## src/sv/adcsm_pkg.sv

```systemverilog
// Shared constants for the ADC smoothing and moving-average block.
package adcsm_pkg;

  // Field widths
  localparam int SAMPLE_W = 12;
  localparam int ALPHA_W  = 9;

  // Q8 unity for the smoothing coefficient
  localparam logic [ALPHA_W-1:0] Q8_ONE      = 9'd256;
  localparam logic [ALPHA_W-1:0] ALPHA_RESET = 9'd26;

  // Boxcar depth is a power of two, set by its log2 (1..6 gives 2..64 entries)
  localparam int AVG_LOG2  = 3;
  localparam int AVG_DEPTH = 1 << AVG_LOG2;
  localparam int PTR_W     = AVG_LOG2;
  localparam int SUM_W     = SAMPLE_W + AVG_LOG2;

  // Stream widths, padded to whole bytes
  localparam int IN_TDATA_W  = 16;
  localparam int OUT_TDATA_W = 24;

endpackage

```

## src/sv/adc_smoothing_and_moving_average.sv

```systemverilog
// Top level: first-order smoothing filter feeding a boxcar moving average.
// An accepted input item passes the stage 1 register and the output register to out_tvalid.
// One item per cycle unless out_tready stalls the output; the filter feedback closes in the accept cycle
// and the ring read-modify-write uses one RAM read and one RAM write per item.
// Reset (rst_n low, synchronous): alpha returns to 26, filter state, pointer and
// sum clear, and per-entry valid bits make every ring entry read as zero.
module adc_smoothing_and_moving_average
  import adcsm_pkg::*;
(
  input  logic                   clk,
  input  logic                   rst_n,
  // Input stream
  input  logic                   in_tvalid,
  output logic                   in_tready,
  input  logic [IN_TDATA_W-1:0]  in_tdata,   // [11:0] sample, [15:12] zero
  // Result stream
  output logic                   out_tvalid,
  input  logic                   out_tready,
  output logic [OUT_TDATA_W-1:0] out_tdata,  // [11:0] smoothed, [23:12] average
  // Configuration
  input  logic                   cfg_wr_en,
  input  logic [ALPHA_W-1:0]     cfg_wr_data // smoothing_alpha
);

  logic [ALPHA_W-1:0]   alpha_r;
  logic [SAMPLE_W-1:0]  prev_r, prev_nxt;
  logic [PTR_W-1:0]     wp_r;
  logic [AVG_DEPTH-1:0] vld_r;
  logic [SUM_W-1:0]     sum_r, sum_nxt;

  logic                 s1_valid_r;
  logic [SAMPLE_W-1:0]  s1_smooth_r;
  logic [PTR_W-1:0]     s1_slot_r;
  logic                 s1_vld_r;

  logic                 out_valid_r;
  logic [SAMPLE_W-1:0]  out_smooth_r;
  logic [SAMPLE_W-1:0]  out_avg_r;

  logic                 in_accept;
  logic                 s1_adv;
  logic [SAMPLE_W-1:0]  sample;
  logic [ALPHA_W-1:0]   alpha_sat;
  logic signed [SAMPLE_W:0]     diff;
  logic signed [SAMPLE_W+ALPHA_W+1:0] prod;
  logic signed [SAMPLE_W+2:0]   corr;
  logic signed [SAMPLE_W+2:0]   mix;
  logic [SAMPLE_W-1:0]  ram_rdata;
  logic [SAMPLE_W-1:0]  old_val;

  // Handshake: stage 1 moves when the output register is free or being taken
  assign s1_adv    = !out_valid_r || out_tready;
  assign in_tready = !s1_valid_r || s1_adv;
  assign in_accept = in_tvalid && in_tready;

  // Smoothing: s + floor((p - s) * a / 256), same as the Q8 weighted mix
  assign sample    = in_tdata[SAMPLE_W-1:0];
  assign alpha_sat = (alpha_r > Q8_ONE) ? Q8_ONE : alpha_r;
  assign diff      = $signed({1'b0, prev_r}) - $signed({1'b0, sample});
  assign prod      = diff * $signed({1'b0, alpha_sat});
  assign corr      = (SAMPLE_W+3)'(prod >>> 8);
  assign mix       = $signed({3'b000, sample}) + corr;
  assign prev_nxt  = mix[SAMPLE_W-1:0];

  // Ring storage; consecutive items hit distinct slots, so no forwarding is needed
  adcsm_ram #(
    .WIDTH (SAMPLE_W),
    .DEPTH (AVG_DEPTH)
  ) u_ring (
    .clk   (clk),
    .we    (s1_valid_r && s1_adv),
    .waddr (s1_slot_r),
    .wdata (s1_smooth_r),
    .re    (in_accept),
    .raddr (wp_r),
    .rdata (ram_rdata)
  );

  // Unwritten entries count as zero
  assign old_val = s1_vld_r ? ram_rdata : '0;
  assign sum_nxt = sum_r - {{AVG_LOG2{1'b0}}, old_val} + {{AVG_LOG2{1'b0}}, s1_smooth_r};

  // Configuration register
  always_ff @(posedge clk) begin
    if (!rst_n) begin
      alpha_r <= ALPHA_RESET;
    end else if (cfg_wr_en) begin
      alpha_r <= cfg_wr_data;
    end
  end

  // Stage 0: filter feedback, pointer and read issue
  always_ff @(posedge clk) begin
    if (!rst_n) begin
      prev_r     <= '0;
      wp_r       <= '0;
      s1_valid_r <= 1'b0;
    end else begin
      if (in_accept) begin
        prev_r <= prev_nxt;
        wp_r   <= wp_r + 1'b1;
      end
      if (in_accept) begin
        s1_valid_r <= 1'b1;
      end else if (s1_adv) begin
        s1_valid_r <= 1'b0;
      end
    end
  end

  // Stage 1 payload
  always_ff @(posedge clk) begin
    if (in_accept) begin
      s1_smooth_r <= prev_nxt;
      s1_slot_r   <= wp_r;
      s1_vld_r    <= vld_r[wp_r];
    end
  end

  // Stage 1: sum update, valid bits, output register
  always_ff @(posedge clk) begin
    if (!rst_n) begin
      sum_r       <= '0;
      vld_r       <= '0;
      out_valid_r <= 1'b0;
    end else begin
      if (s1_valid_r && s1_adv) begin
        sum_r            <= sum_nxt;
        vld_r[s1_slot_r] <= 1'b1;
      end
      if (s1_adv) begin
        out_valid_r <= s1_valid_r;
      end
    end
  end

  always_ff @(posedge clk) begin
    if (s1_valid_r && s1_adv) begin
      out_smooth_r <= s1_smooth_r;
      out_avg_r    <= sum_nxt[SUM_W-1:AVG_LOG2];
    end
  end

  assign out_tvalid = out_valid_r;
  assign out_tdata  = {out_avg_r, out_smooth_r};

`ifndef SYNTH
  // The slot being read never collides with the slot still waiting to be written
  a_no_slot_clash: assert property (@(posedge clk) disable iff (!rst_n)
    (in_accept && s1_valid_r) |-> (wp_r != s1_slot_r))
    else $error("ring read and pending write target the same slot");

  // Pointer advances by one per accepted item
  a_ptr_step: assert property (@(posedge clk) disable iff (!rst_n)
    in_accept |=> (wp_r == $past(wp_r) + 1'b1))
    else $error("write pointer did not advance");

  // With zero alpha the filter passes the sample straight through
  a_alpha_zero: assert property (@(posedge clk) disable iff (!rst_n)
    (in_accept && alpha_r == '0) |=> (prev_r == $past(in_tdata[SAMPLE_W-1:0])))
    else $error("zero alpha did not pass the sample");

  // A stalled stage 1 keeps its item
  a_s1_hold: assert property (@(posedge clk) disable iff (!rst_n)
    (s1_valid_r && !s1_adv) |=> (s1_valid_r && $stable(s1_smooth_r)))
    else $error("stage 1 item lost under stall");
`endif

endmodule

```

## src/sv/adcsm_ram.sv

```systemverilog
// Generic single-write, single-read RAM with registered read data.
module adcsm_ram #(
  parameter int WIDTH = 12,
  parameter int DEPTH = 8
) (
  input  logic                     clk,
  input  logic                     we,
  input  logic [$clog2(DEPTH)-1:0] waddr,
  input  logic [WIDTH-1:0]         wdata,
  input  logic                     re,
  input  logic [$clog2(DEPTH)-1:0] raddr,
  output logic [WIDTH-1:0]         rdata
);

  logic [WIDTH-1:0] mem [DEPTH];
  logic [WIDTH-1:0] rdata_r;

  // Write port
  always_ff @(posedge clk) begin
    if (we) begin
      mem[waddr] <= wdata;
    end
  end

  // Read port: hold the last read when not enabled
  always_ff @(posedge clk) begin
    if (re) begin
      rdata_r <= mem[raddr];
    end
  end

  assign rdata = rdata_r;

endmodule
```

## config.mk

```make
export PLATFORM = sky130hd
export DESIGN_NAME = adc_smoothing_and_moving_average
export DESIGN_NICKNAME = d
export VERILOG_FILES = /design/src/sv/adcsm_pkg.sv /design/src/sv/adc_smoothing_and_moving_average.sv /design/src/sv/adcsm_ram.sv
export SDC_FILE = /design/constraint.sdc
export NUM_CORES = 1
export LEC_CHECK = 0
export BUFFER_PORTS_ARGS = -buffer_cell sky130_fd_sc_hd__buf_4
export CAP_MARGIN = 10
export CORE_MARGIN = 4
export CORE_UTILIZATION = 57
export CTS_CLUSTER_SIZE = 25
export DETAILED_ROUTE_END_ITERATION = 10
export PLACE_DENSITY_LB_ADDON = 0.05
export REMOVE_ABC_BUFFERS = 1
export SKIP_CTS_REPAIR_TIMING = 1
export SLEW_MARGIN = 20
export SYNTH_ARGS = -nofsm -noshare
export SYNTH_HDL_FRONTEND = slang
export SYNTH_HIERARCHICAL = 1
export SYNTH_SLANG_ARGS = --single-unit
```

## constraint.sdc

```tcl
create_clock -name clk -period 9.7 [get_ports clk]
set_clock_uncertainty 0.2 [all_clocks]
set_input_delay 1.94 -clock clk [delete_from_list [all_inputs] [get_ports clk]]
set_output_delay 1.94 -clock clk [all_outputs]
set_load 0.05 [all_outputs]
```

# Word-level counts from Yosys, hierarchy flattened
# Memories as Yosys holds them, arrays and structs flattened. A register that Yosys moved wholly into a read port is not among the register bits.
# Index checks and enable logic that the tools add are counted.
[word_totals] register_bits=89 ramBits=96 in_bits=30 elab_cells=42 mem_count=1
[memory_table] name="u_ring.mem" words=8 word_bits=12 rd=1 rd_clocked_by_memory_dff=1 write_ports=1 line="adcsm_ram.sv:15" rtl="logic [WIDTH-1:0] mem [DEPTH];"
[op_classes] add_sub_neg=5 multipliers=1 n_lt_le_gt_ge=4 mux=10 n_bitwise=1 n_reduce_logical=8
[op_table] cell="$mul A13 B10 Y20" count=1
[op_table] cell="$add A15 B12 Y15" count=1
[op_table] cell="$sub A15 B12 Y15" count=1
[op_table] cell="$sub A12 B12 Y13" count=1
[op_table] cell="$add A12 B12 Y12" count=1
[op_table] cell="$mux W12" count=1
[op_table] cell="$gt A9 B9 Y1 const B" count=1
[op_table] cell="$mux W9" count=1
[op_table] cell="$lt A3 B4 Y1 const B" count=2
[op_table] cell="$or A8 B8 Y8" count=1
[op_table] cell="$mux W1" count=6
[op_table] cell="$add A3 B1 Y3 const B" count=1
[op_table] cell="$bmux W1 S3" count=1
[op_table] cell="$demux W1 S3" count=1
[op_table] cell="$ge A3 B1 Y1 const B" count=1
[op_table] cell="$logic_and A1 B1 Y1" count=3
[op_table] cell="$logic_not A1 Y1" count=2
[op_table] cell="$logic_or A1 B1 Y1" count=2
[op_table] cell="$reduce_bool A2 Y1" count=1

# Logic depth before layout (Yosys ltp)
# Gate-level depths: netlist of run 1.
[logic_depth] depth_word=5 mapped_depth=37

# Modules after synthesis
# The synthesis of run 1 kept the hierarchy.
[by_module_without_submodules] mod="adc_smoothing_and_moving_average" n_inst=1 cells_each=960 area_each_um2=8919.8 seq_area_each_um2=2182.1
[by_module_without_submodules] mod="adcsm_ram" n_inst=1 cells_each=164 area_each_um2=4107.7 seq_area_each_um2=3243.1

# Worst setup path after synthesis of run 1
# OpenSTA, ideal clock, no wires.
[synth_timing] kind="input -> register" from="in in_tdata[0]" to="reg prev_r[11]" t_arrival_ns=9.168 setup_slack_ns=0.217 path_stages=36 path_buffers=0 path_cell_list="ha_1 fa_1 nor2b_1 o31a_1 o21ai_2 o21ai_1 a41o_1 or2_1 xor2_1 nand2_1 fa_1 inv_1 fa_1 fa_1 fa_1 inv_1 fa_1 inv_1 ha_1 a21oi_1 o21ai_0 a21oi_1 o21ai_1 nand3_1 nand2_1 a21oi_1 xnor2_1 ha_1 nand2_1 o21ai_0 nand2_1 o21ai_0 xnor2_1 xnor2_1 xnor2_2 o21ba_1"
[synth_via] elab_chain_cells=3
[synth_lines] element="start: declaration" line="adc_smoothing_and_moving_average.sv:15" rtl="input logic [IN_TDATA_W-1:0] in_tdata,"
[synth_lines] element="$sub A12 B12 Y13" line="adc_smoothing_and_moving_average.sv:59" rtl="assign diff = $signed({1'b0, prev_r}) - $signed({1'b0, sample});"
[synth_lines] element="$mul A13 B10 Y20" line="adc_smoothing_and_moving_average.sv:60" rtl="assign prod = diff * $signed({1'b0, alpha_sat});"
[synth_lines] element="$add A12 B12 Y12 *" line="adc_smoothing_and_moving_average.sv:62" rtl="assign mix = $signed({3'b000, sample}) + corr;"
[synth_lines] element="net mix[11]" line="adc_smoothing_and_moving_average.sv:47" rtl="logic signed [SAMPLE_W+2:0] mix;"
[synth_lines] element="end signal: assignment" line="adc_smoothing_and_moving_average.sv:100" rtl="prev_r <= prev_nxt;"
[synth_lines] element="end: declaration" line="adc_smoothing_and_moving_average.sv:26" rtl="logic [SAMPLE_W-1:0] prev_r, prev_nxt;"
# The timed path passes the listed nets; every way through them passes the cells marked *.
# A chain may end at the register's enable or synchronous reset.

# Worst setup path after layout of run 1
# Ends and elaborated chain as after synthesis.

==> flow_summary.toml, run 1 <==
[sta]
max_freq_mhz = 108.2
min_period_over_period_pct = 95.30
hold_ws_ps = 268.3
finalCriticalPeriod_ps = 9244
setup_violations = 0
hold_viol = 0
worstMarginPinSlew_ps = 1069
max_slew_margin_pct = 28.46
slew_violations = 0

[clock_tree]
cts_buffers = 17
clk_path_buf_depth = 2
clk_latency_ps = 440
path_clk_slew_ps = 80
root_buffer = "clkbuf_16"
cts.sinks = 197
cts_tree = "done"
cts_max_level = 4

[floorplan]
die_width_um = 159.2
start_util_pct = 57.72
die_area_um2 = 25340
core_area_um2 = 22570
pin_count = 56
die_y_um = 159.2
rows = 55

[logic_synthesis]
seq_area_frac_synth_pct = 41.64
synthCells = 1124
synth_edf_count = 148
synth_warnings = 6
syn_avg_cell_area_um2 = 11.59
synthDistinctLibCells = 58
synthArstFlopShare_pct = 0
synthFlopType = "edfxtp_1"
ys_top_cells_by_area = "edfxtp_1 34%, fa_1 16%, ha_1 7.9%"
yosysTopAreaCell = "edfxtp_1"
synth.cell_area_um2 = 13030
synth_top_area_share_pct = 34.11
yosys_register_bits = 197

[worst_setup_path]
required_ps = 9840
critPathLaunch = "in_tdata[0]"
r2r-start = "prev_r[0]"
crit_fanout = 4
r2r-end = "prev_r[11]"
reg2regPathDepth = 36
critical_path.most_common_cell = "fa_1"
critPathMaxStageDelay_ps = 550
arrival_ps = 9390
slowest_stage = "fa_1"
critPathCaptureType = "register"
r2r_slack_ps = 1700
setup.worst_path.class = "in -> reg"
cp-start-kind = "input pin"

[finish]
layout.nets = 1460
drive_above_1_share_pct = 15.65
nFillCells = 1815
antennaDiodeCount = 0
syn_to_final_growth_pct = 14.32

[detailed_routing]
wirelength_um = 24890
route.vias.total = 8248
detail-route-antenna-nets = 0
drtIter0Drc = 299
drt_pre_antenna_iters = 4
drc_errors = 0
vias_per_cell = 5.342
wl_per_cell_um = 16.12

[grt]
grt-ovfl-total = 0
grt_max_degree = 54
antenna_found_initial = 0
grt_pass1_vias = 8649
grt_usage_pct = 20.63
grt_pass1_wl_um = 42120

[placed_design]
gp_congestion = 0.8325
dp_hpwl_um = 19140
portBuffers = 51

[worst_hold_path]
holdCritStartpoint = "vld_r[0]"
holdPathStages = 1
whs_endpoint = "vld_r[0]"
hold_class = "reg -> reg"

[run_status]
status = "complete, no violations"

[run]
drv_cap = 0
==> stage by stage <==
stage	area (µm²)	worst slack (ps)	std cells	utilization [%]	setup TNS [ps]
after floorplan	12900	208.3	1097	-	0
after global placement	14230	-185.2	1511	63.03	-360.0
after detailed placement	14230	-307.0	1511	63.03	-695.7
after CTS	14850	156.4	1543	65.80	0
after global routing	14890	-20.24	1544	65.98	-20.24
final	14890	456.2	1544	65.98	0
==> logic make-up (layout without fill, tap and decap cells) <==
family          Yosys count  after routing  synth area share [%]
simple gates            317            317                 11.38
flops                   197            197                 41.64
buf+inv                 194            329                 5.782
fa+ha+maj               184            184                 23.55
compound gates          122            122                 6.425
xor+xnor                 55             55                 3.755
mux                      55             55                 7.463
==> area by class of cell <==
class,count,area (µm²),area share [%]
sequential,197,5425,36.43
inverter,167,626.9,4.209
tap,285,356.6,2.394
timing repair buffer,130,975.9,6.553
clock inverter,11,121.4,0.8149
multi-input combinational,733,6883,46.22
clock buffer,21,504.2,3.386
==> per-layer routing <==
| metal | part of all wire (%) | global-route usage (%) | wire length (µm) | vias to the layer above |
|---|---|---|---|---|
| met1 | 42 | 24.60 | 10400 | 4052 |
| met4 | 2.2 | 6.272 | 544 | 0 |
| met5 | 0 | 0 | 0 | - |
| li1 | - | - | - | 4033 |
| met2 | 54 | 38.81 | 13400 | 123 |
| met3 | 2.2 | 2.770 | 537 | 40 |
==> synth_stat cells (all sizes together), types with 3 or more instances <==
cell type,count
a21o,5
mux4,26
and3,3
clkbuf,20
ha,82
a21oi,27
nor4,5
nand3,9
nor3b,3
a21boi,16
nand2b,14
or3,4
o211ai,3
xnor2,38
buf,7
mux2i,15
o21a,23
nor2,88
nor2b,28
inv,166
xor2,17
edfxtp,148
o21bai,4
dfxtp,49
a211oi,3
nor3,20
o21ai,27
or2,3
fa,102
and2,25
nand2,108
mux2,14
==> flip-flops by register name (all words and copies together) (netlist names), 3 cells and up <==
| register | count |
|---|---|
| u_ring/mem | 96 |
| out_avg_r | 12 |
| u_ring/rdata | 12 |
| s1_slot_r | 3 |
| prev_r | 12 |
| s1_smooth_r | 12 |
| wp_r | 3 |
| alpha_r | 9 |
| sum_r | 15 |
| vld_r | 8 |
| out_smooth_r | 12 |
==> worst max-delay path, delay by kind of cell <==
| family | cells | cell delay [ps] |
|---|---|---|
| AOI/OAI and AO/OA | 13 | 1960 |
| buffers and inverters | 6 | 580 |
| and+or+nand+nor | 3 | 360 |
| adders and majority gates | 9 | 3780 |
| xor gates and xnor gates | 5 | 760 |
==> layout by cell type, fill, tap and decap left out, types with 4 or more instances in the layout <==
cell type	Yosys	routed
inv_8	0	4
clkbuf_16	0	20
inv_1	165	165
a21o_1	5	5
fa_1	102	102
xnor2_1	37	37
o21ai_0	20	18
ha_1	82	82
mux2i_1	15	15
or3_1	4	4
o21ai_2	2	5
and2_1	25	25
mux4_1	21	21
nand3_1	8	8
nor4_1	5	5
nor3_1	20	20
o21a_1	23	23
nand2b_1	14	14
mux2_2	14	14
nor2b_1	28	28
edfxtp_1	148	148
dfxtp_1	49	49
a21oi_1	27	23
mux4_2	5	5
nor2_1	88	85
o21bai_1	4	4
nand2_1	108	108
a21boi_0	16	16
xor2_1	17	17
a21oi_2	0	4
o21ai_1	5	4
buf_4	0	130
==> worst max-delay path by stage <==
| stage | end | slack (ps) | cells past startpoint |
|---|---|---|---|
| 2_1_floorplan | prev_r[11] | 210 | 36 |
| 3_3_place_gp | prev_r[11] | -190 | 38 |
| 3_5_place_dp | prev_r[11] | -310 | 36 |
| 4_1_cts | prev_r[11] | 160 | 36 |
| 5_1_grt | prev_r[11] | -20 | 38 |
| 6_report | prev_r[11] | 460 | 36 |
Power of run 1 is not shown: default switching activity piles up to over one toggle a cycle in this logic, so the estimate is an artifact.
==> inputs of run 2 (changes only) <==
--- a/config.mk
+++ b/config.mk
@@ -8,7 +8,7 @@
 export BUFFER_PORTS_ARGS = -buffer_cell sky130_fd_sc_hd__buf_4
 export CAP_MARGIN = 10
 export CORE_MARGIN = 4
-export CORE_UTILIZATION = 57
+export CORE_UTILIZATION = 25
 export CTS_CLUSTER_SIZE = 25
 export DETAILED_ROUTE_END_ITERATION = 10
 export PLACE_DENSITY_LB_ADDON = 0.05
==> run 2 against run 1 <==
Die area rose by 120%. Global-route usage shrank 8.7 points. Non-clock buffer count grew 31. Worst setup slack worse by 48 ps. Sequential share of layout area decreased by 1.6 points. Maximum frequency shrank 0.52%. Critical endpoint unchanged. Cell count grew 28%. Core utilization is 36 points lower. Critical path depth fell by 1. Sequential cell count unchanged.
==> flow_summary.toml, run 2 (synthesis results as in run 1) <==
[sta]
setup_violations = 0
max_freq_mhz = 107.6
finalCriticalPeriod_ps = 9292
worstMarginPinSlew_ps = 1064
slew_violations = 0
finalWorstSetupSlack_ps = 408.1
hold_viol = 0
min_period_over_period_pct = 95.79
max_slew_margin_pct = 28.93

[finish]
layout.nets = 1491
syn_to_final_growth_pct = 19.47
largest_reg_flops = 96
layout_common_cells = "165 x inv_1, 160 x buf_4, 148 x edfxtp_1, 108 x nand2_1, 101 x fa_1"
layout_commonest_cell = "inv_1"
nFillCells = 5328
regMostFlops = "u_ring/mem"
reg.largest.list = "u_ring/mem: 96 flops, sum_r: 15 flops"
drive_above_1_share_pct = 17.77

[detailed_routing]
route.vias.total = 8249
wirelength_um = 32010
drt_pre_antenna_iters = 4
vias_per_cell = 4.187
detail-route-antenna-nets = 0
drtIter0Drc = 234
drc_errors = 0
wl_per_cell_um = 16.25

[worst_setup_path]
crit_fanout = 3
critPathCaptureType = "register"
r2r-start = "prev_r[0]"
required_ps = 9870
arrival_ps = 9460
r2r_slack_ps = 1650
critical_path.most_common_cell = "fa_1"
r2r-end = "prev_r[11]"
critPathLaunch = "in_tdata[2]"
cp-start-kind = "input pin"
setup.worst_path.class = "in -> reg"
slowest_stage = "fa_1"
critPathMaxStageDelay_ps = 550
reg2regPathDepth = 35

[floorplan]
rows = 83
die_width_um = 236.3
start_util_pct = 25.34
pin_count = 56
die_y_um = 236.3
core_area_um2 = 51410
die_area_um2 = 55830

[placed_design]
portBuffers = 51
dp_hpwl_um = 24550
gp_congestion = 0.7476
place_ws_ps = -397.4

[clock_tree]
cts_buffers = 17
path_clk_slew_ps = 80
cts_max_level = 4
root_buffer = "clkbuf_16"
cts.sinks = 197
clk_path_buf_depth = 2
cts_tree = "done"
clk_latency_ps = 480

[grt]
grt_pass1_vias = 9006
grt-ovfl-total = 0
grt_usage_pct = 11.90
antenna_found_initial = 0
grt_pass1_wl_um = 51140
grt_max_degree = 54

[worst_hold_path]
holdCritStartpoint = "sum_r[4]"
holdPathStages = 2
hold_class = "reg -> reg"
whs_endpoint = "sum_r[4]"

[run_status]
status = "complete, no violations"

[run]
drv_cap = 0
==> run 2: metrics by stage <==
stage	cells	hold WS, ps	setup TNS [ps]	util, %	instance area [µm²]
4_1_cts	1967	272.7	0	30.17	15510
3_3_place_gp	1936	248.9	-916.6	29.12	14970
3_5_place_dp	1936	253.8	-1237	29.12	14970
5_1_grt	1969	284.9	-17.75	30.27	15560
6_report	1970	268.6	0	30.28	15560
2_1_floorplan	1097	231.8	0	-	12900
==> run 2: worst max-delay path by stage <==
stage / slack (ps) / depth (start not counted) / endpoint
finish: 410 / 35 / prev_r[11]
CTS: 110 / 37 / prev_r[11]
global placement: -350 / 37 / prev_r[11]
floorplan: 210 / 36 / prev_r[11]
detailed placement: -400 / 37 / prev_r[11]
global route: -20 / 35 / prev_r[11]
==> run 2: cell type report <==
| type | count | area [µm²] | area share [%] |
|---|---|---|---|
| flip-flops and latches | 197 | 5425 | 34.86 |
| clock buffers | 17 | 425.4 | 2.733 |
| multi-input cells | 733 | 6894 | 44.30 |
| well taps | 680 | 850.8 | 5.467 |
| repair buffers | 161 | 1221 | 7.846 |
| diodes | 1 | 2.502 | 0.01608 |
| inverters | 167 | 626.9 | 4.028 |
| clock inverters | 14 | 117.6 | 0.7557 |
==> run 2: metal layers <==
metal | part of all wire, % | global-route usage, % | vias up
met5 | 0 | 0 | -
met4 | 1.2 | 3.132 | 0
met3 | 2.0 | 2.140 | 23
met2 | 51 | 21.22 | 68
met1 | 46 | 14.86 | 4068
li1 | - | - | 4090
==> run 2: critical path: cells and delay by family <==
| kind | cells | cell delay (ps) |
|---|---|---|
| compound gates | 12 | 2480 |
| xor+xnor | 4 | 600 |
| fa+ha+maj | 8 | 3380 |
| buf+inv | 8 | 720 |
| simple gates | 3 | 330 |
Power of run 2 is left out for the same reason.
